File: src/hw/rtl/gcd_pkg.sv
package gcd_pkg;

    localparam int CORDIC_STEPS = 30;
    localparam int SQRT_STEPS   = 31;

    // Angle and CORDIC datapath words.
    typedef logic signed [32:0] angle_t;
    typedef logic signed [33:0] cordic_t;

    // Register indexes, taken from paddr[2].
    localparam logic REG_TARGET_LAT = 1'b0;
    localparam logic REG_TARGET_LON = 1'b1;

    localparam logic [32:0]    DEG_TO_Q62     = 33'd8048910509;
    localparam cordic_t        CORDIC_GAIN    = 34'sd652032874;
    localparam logic [32:0]    FULL_TURN_DIFF = 33'd3600000000;
    localparam logic [32:0]    HALF_TURN_DIFF = 33'd1800000000;
    localparam logic [30:0]    STRAIGHT_ANGLE = 31'd1800000000;
    localparam logic [30:0]    RIGHT_ANGLE    = 31'd900000000;
    localparam logic [30:0]    ONE_Q30        = 31'h40000000;
    localparam logic [22:0]    EARTH_RADIUS_M = 23'd6371000;
    localparam logic [24:0]    MAX_DISTANCE   = 25'd20015087;

    // Arctangent of 2^-i in Q30, truncated.
    function automatic logic [29:0] atan_q30(input int i);
        logic [29:0] v;
        case (i)
            0:       v = 30'h3243F6A8;
            1:       v = 30'h1DAC6705;
            2:       v = 30'h0FADBAFC;
            3:       v = 30'h07F56EA6;
            4:       v = 30'h03FEAB76;
            5:       v = 30'h01FFD55B;
            6:       v = 30'h00FFFAAA;
            7:       v = 30'h007FFF55;
            8:       v = 30'h003FFFEA;
            9:       v = 30'h001FFFFD;
            10:      v = 30'h000FFFFF;
            11:      v = 30'h0007FFFF;
            12:      v = 30'h0003FFFF;
            13:      v = 30'h0001FFFF;
            14:      v = 30'h0000FFFF;
            15:      v = 30'h00007FFF;
            16:      v = 30'h00003FFF;
            17:      v = 30'h00001FFF;
            18:      v = 30'h00000FFF;
            19:      v = 30'h000007FF;
            20:      v = 30'h000003FF;
            21:      v = 30'h000001FF;
            22:      v = 30'h000000FF;
            23:      v = 30'h0000007F;
            24:      v = 30'h0000003F;
            25:      v = 30'h0000001F;
            26:      v = 30'h0000000F;
            27:      v = 30'h00000008;
            28:      v = 30'h00000004;
            29:      v = 30'h00000002;
            default: v = 30'h00000000;
        endcase
        return v;
    endfunction

    // Product of two Q30 values, rounded by adding half an LSB and flooring.
    function automatic logic signed [31:0] qmul(input logic signed [31:0] a,
                                                input logic signed [31:0] b);
        logic signed [63:0] p;
        p = (64'(a) * 64'(b)) + 64'sd536870912;
        return p[61:30];
    endfunction

endpackage

File: src/hw/rtl/gcd_sqrt.sv
module gcd_sqrt
(
    input  logic        clk,
    input  logic        rst_n,
    input  logic        in_valid,
    input  logic [60:0] in_value,
    output logic        out_valid,
    output logic [30:0] out_root
);

    localparam int N = gcd_pkg::SQRT_STEPS;

    logic [61:0] v_reg [0:N];
    logic [61:0] r_reg [0:N];
    logic [61:0] v_next [0:N-1];
    logic [61:0] r_next [0:N-1];
    logic        valid_reg [0:N];

    // One result bit per stage, from the top pair of bits down.
    always_comb
    begin
        logic [61:0] bit_val;
        logic [61:0] trial;
        for (int j = 0; j < N; j++)
        begin
            bit_val = 62'(1) << (2 * (N - 1 - j));
            trial   = r_reg[j] + bit_val;
            if (v_reg[j] >= trial)
            begin
                v_next[j] = v_reg[j] - trial;
                r_next[j] = (r_reg[j] >> 1) + bit_val;
            end
            else
            begin
                v_next[j] = v_reg[j];
                r_next[j] = r_reg[j] >> 1;
            end
        end
    end

    always_ff @(posedge clk or negedge rst_n)
    begin
        if (!rst_n)
        begin
            for (int j = 0; j <= N; j++)
            begin
                valid_reg[j] <= 1'b0;
            end
        end
        else
        begin
            valid_reg[0] <= in_valid;
            for (int j = 0; j < N; j++)
            begin
                valid_reg[j+1] <= valid_reg[j];
            end
        end
    end

    always_ff @(posedge clk)
    begin
        v_reg[0] <= {1'b0, in_value};
        r_reg[0] <= '0;
        for (int j = 0; j < N; j++)
        begin
            v_reg[j+1] <= v_next[j];
            r_reg[j+1] <= r_next[j];
        end
    end

    assign out_valid = valid_reg[N];
    assign out_root  = r_reg[N][30:0];

endmodule

File: config.mk
export PLATFORM = sky130hd
export DESIGN_NAME = gcd_sqrt
export DESIGN_NICKNAME = d
export VERILOG_FILES = /design/src/hw/rtl/gcd_pkg.sv /design/src/hw/rtl/gcd_sqrt.sv
export SDC_FILE = /design/constraint.sdc
export NUM_CORES = 2
export LEC_CHECK = 0
export BUFFER_PORTS_ARGS = -buffer_cell sky130_fd_sc_hd__buf_4
export CORE_ASPECT_RATIO = 0.7
export CORE_MARGIN = 2
export CORE_UTILIZATION = 40
export CTS_BUF_LIST = sky130_fd_sc_hd__clkbuf_8
export CTS_CLUSTER_DIAMETER = 30
export DETAILED_ROUTE_END_ITERATION = 16
export PLACE_DENSITY = 0.61
export SLEW_MARGIN = 20
export SYNTH_ARGS = -nofsm -noshare
export SYNTH_HDL_FRONTEND = slang
export SYNTH_SLANG_ARGS = --single-unit
File: constraint.sdc
create_clock -name clk -period 3.37 [get_ports clk]
set_input_delay 0.674 -clock clk [delete_from_list [all_inputs] [get_ports clk]]
set_output_delay 0.674 -clock clk [all_outputs]
set_load 0.005 [all_outputs]
==> reports/results.ini <==
[outcome]
status=finished, violations left
violations=negative setup slack

[placement]
postPlaceCellArea_mm2=0.100
placed_cells=12700
dp_slack_ns=-0.435
io_buffers=95
hpwlAfterDp_um=204000
gp_congestion=0.971

[logic_synthesis]
ys_seq_area_frac=0.539
synth_edf_count=0
ys_types=95
synthCells=9069
ys_ff_latch=2449
synth_flop_cell=dfxtp_1
syn-cell-area_mm2=0.0912
yosys_warnings=0
async_flop_share=0.0131
syn_avg_cell_area_um2=10.1

[sta]
setup_tns_ns=-0.0835
max-slew-margin-rel=0.447
setup_viol=4
clock_skew_ns=0.0904
fmax_mhz=293
hold_viol_final=0
rsz0062_at_grt=true
setup_ws_ns=-0.0428
finalCritPeriodShare=1.01
hold_slack_ns=0.136
worst_slew_pin_slew_ns=0.822
layout_min_cycle_time_ns=3.41
report.final.slew_viol_count=0

[clock_network]
clockBufferDepth=4
cts_tree=built
cts_max_level=5
cts_sinks=2449
clk_pin_slew_ns=0.07
cts_buffers=419
clk_latency_ns=1.02
cts-root-buf=clkbuf_8

[floorplanning]
core-area_mm2=0.226
die_h_um=403
die_area_mm2=0.232
die_x_um=575
rows=146
io_pins=96
start_util=0.403

[final_layout]
n_fill_cell=20700
area_growth_pct=22.8
design_area_mm2=0.112
drive_gt1_frac=0.175
finalNonFillerCells=13600
nets=10800
layout_common_cells=dfxtp_1, buf_4, inv_1
post-route-util=0.495
multi_input_area_mm2=0.0404
regArea_mm2=0.0492
mostFrequentLayoutCell=dfxtp_1
largest_reg_flops=1921

[power_and_ir_drop]
p_leak_nw=51.3
power_mw=94.5
vdd.ir_drop.worst_mv=0.464
power.density_mw_per_mm2=844

[setup_path]
r2r_cells=10
crit_path_max_fanout=5
start_kind=flip-flop
cp_data_required_time_ns=4.29
critPathCaptureType=flip-flop
worst_ep_arrival_time_ns=4.33
cpMaxStageDelayCell=or4_4
critPathKind=flip-flop to flip-flop
cp.depth=10
critPathMostFrequentCell=or4_4
critPathTopFamily=simple AND/OR/NAND/NOR gates
worst-path-buf-inv=1
path_cells=or4_4 -> or4_4 -> or4_4 -> o31ai_4 -> nor2_2 -> a21oi_4 -> nand4b_1 -> buf_6 -> nor3_2 -> xor2_1
critPathMaxStageDelay_ns=0.56

[global_route]
grt_max_degree=56
antenna_found_initial=22
grt_usage=0.218
grt_pass1_vias=67000
grt_pass1_wl_um=397000
overflow=0

[detailed_routing]
first_pass_iters=6
drtAntennaViolNets=0
viasPerCell=5.12
postRouteWirelength_um=260000
drt_iter0_drc=5712
drc=0
wl_per_cell_um=19.2
via_count=69400

[job]
drv_cap=0

[min_path]
hold_class=input pin to asynchronous set/reset pin

[logic make-up (layout without fill, tap and decap cells)]
family | after synthesis | after routing | share of synthesized area
AOI/OAI and AO/OA | 1703 | 1704 | 0.115
xor gates and xnor gates | 823 | 823 | 0.0791
adders and majority gates | 523 | 523 | 0.0718
buffers and inverters | 843 | 2282 | 0.0352
DFF | 2449 | 2449 | 0.539
muxes | 78 | 78 | 0.00944
other | 1 | 12 | 0.0000411
and+or+nand+nor | 2649 | 2649 | 0.150
[cells in the mapped netlist (all sizes together) (50+ instances only)]
library cell / count / share of area
dfxtp: 2417 / 0.53
inv: 662 / 0.027
nor2: 617 / 0.025
a21oi: 612 / 0.034
nand2: 555 / 0.023
ha: 523 / 0.072
xnor2: 437 / 0.042
o21ai: 405 / 0.022
xor2: 386 / 0.037
nor4: 301 / 0.021
nor3: 250 / 0.014
a21o: 182 / 0.015
nand4: 169 / 0.012
nand3: 156 / 0.0086
clkbuf: 147 / 0.0061
nand2b: 99 / 0.0068
or3: 90 / 0.0062
o21a: 88 / 0.0072
or4: 71 / 0.0059
mux2: 64 / 0.0079
nor4b: 62 / 0.0062
nor2b: 57 / 0.0039
o21bai: 56 / 0.0046
o31ai: 50 / 0.0041
[routing by layer]
metal  vias up  track usage  part of all wire
li1      34000            -                 -
met5         -            0           0.00016
met4         6       0.0490             0.018
met3       376       0.0638             0.091
met1     32800        0.355              0.54
met2      2220        0.270              0.35
[worst register-to-register path, stage by stage, from the launching register on]
cell	delay, ns
dfxtp_4	0.38
or4_4	0.56
or4_4	0.49
or4_4	0.44
o31ai_4	0.30
nor2_2	0.10
a21oi_4	0.35
nand4b_1	0.18
buf_6	0.18
nor3_2	0.17
xor2_1	0.15
[path summary, 6_finish.rpt]
kind	from	slack, ns	end
min in group clk	in_value[18]	0.28	v_reg[0][18]
setup / recovery	v_reg[1][437]	-0.04	v_reg[1][548]
max in group asynchronous	rst_n	2.91	valid_reg[24]
hold reg to reg	r_reg[1][898]	0.30	r_reg[1][959]
setup reg to reg	v_reg[1][437]	-0.04	v_reg[1][548]
hold / removal	rst_n	0.14	out_valid
[layout make-up]
class,count,area share
diodes,10,0.000224
clock buffers,497,0.0611
clock inverters,259,0.0208
inverters,665,0.0223
multi-input cells,5779,0.361
flip-flops and latches,2449,0.440
well taps,3034,0.0339
repair buffers,861,0.0614
[power breakdown]
group	switching [mW]	internal, mW	total (mW)
combinational	13.6	11.2	24.8
sequential	6.08	35.2	41.2
clock	12.5	16.1	28.5
total	32.1	62.4	94.5
[timing repair]
action | 4_1_cts | 5_1_grt
hold buffers | 63 | 0
resized for setup | 91 | 244
buffers inserted | 2 | 18
pin swaps | 8 | 58
cloned | 0 | 1
setup endpoints to repair | 269 | 375
endpoints found under the hold margin | 94 | 0
Note: power is estimated with default switching activity, not from simulation.
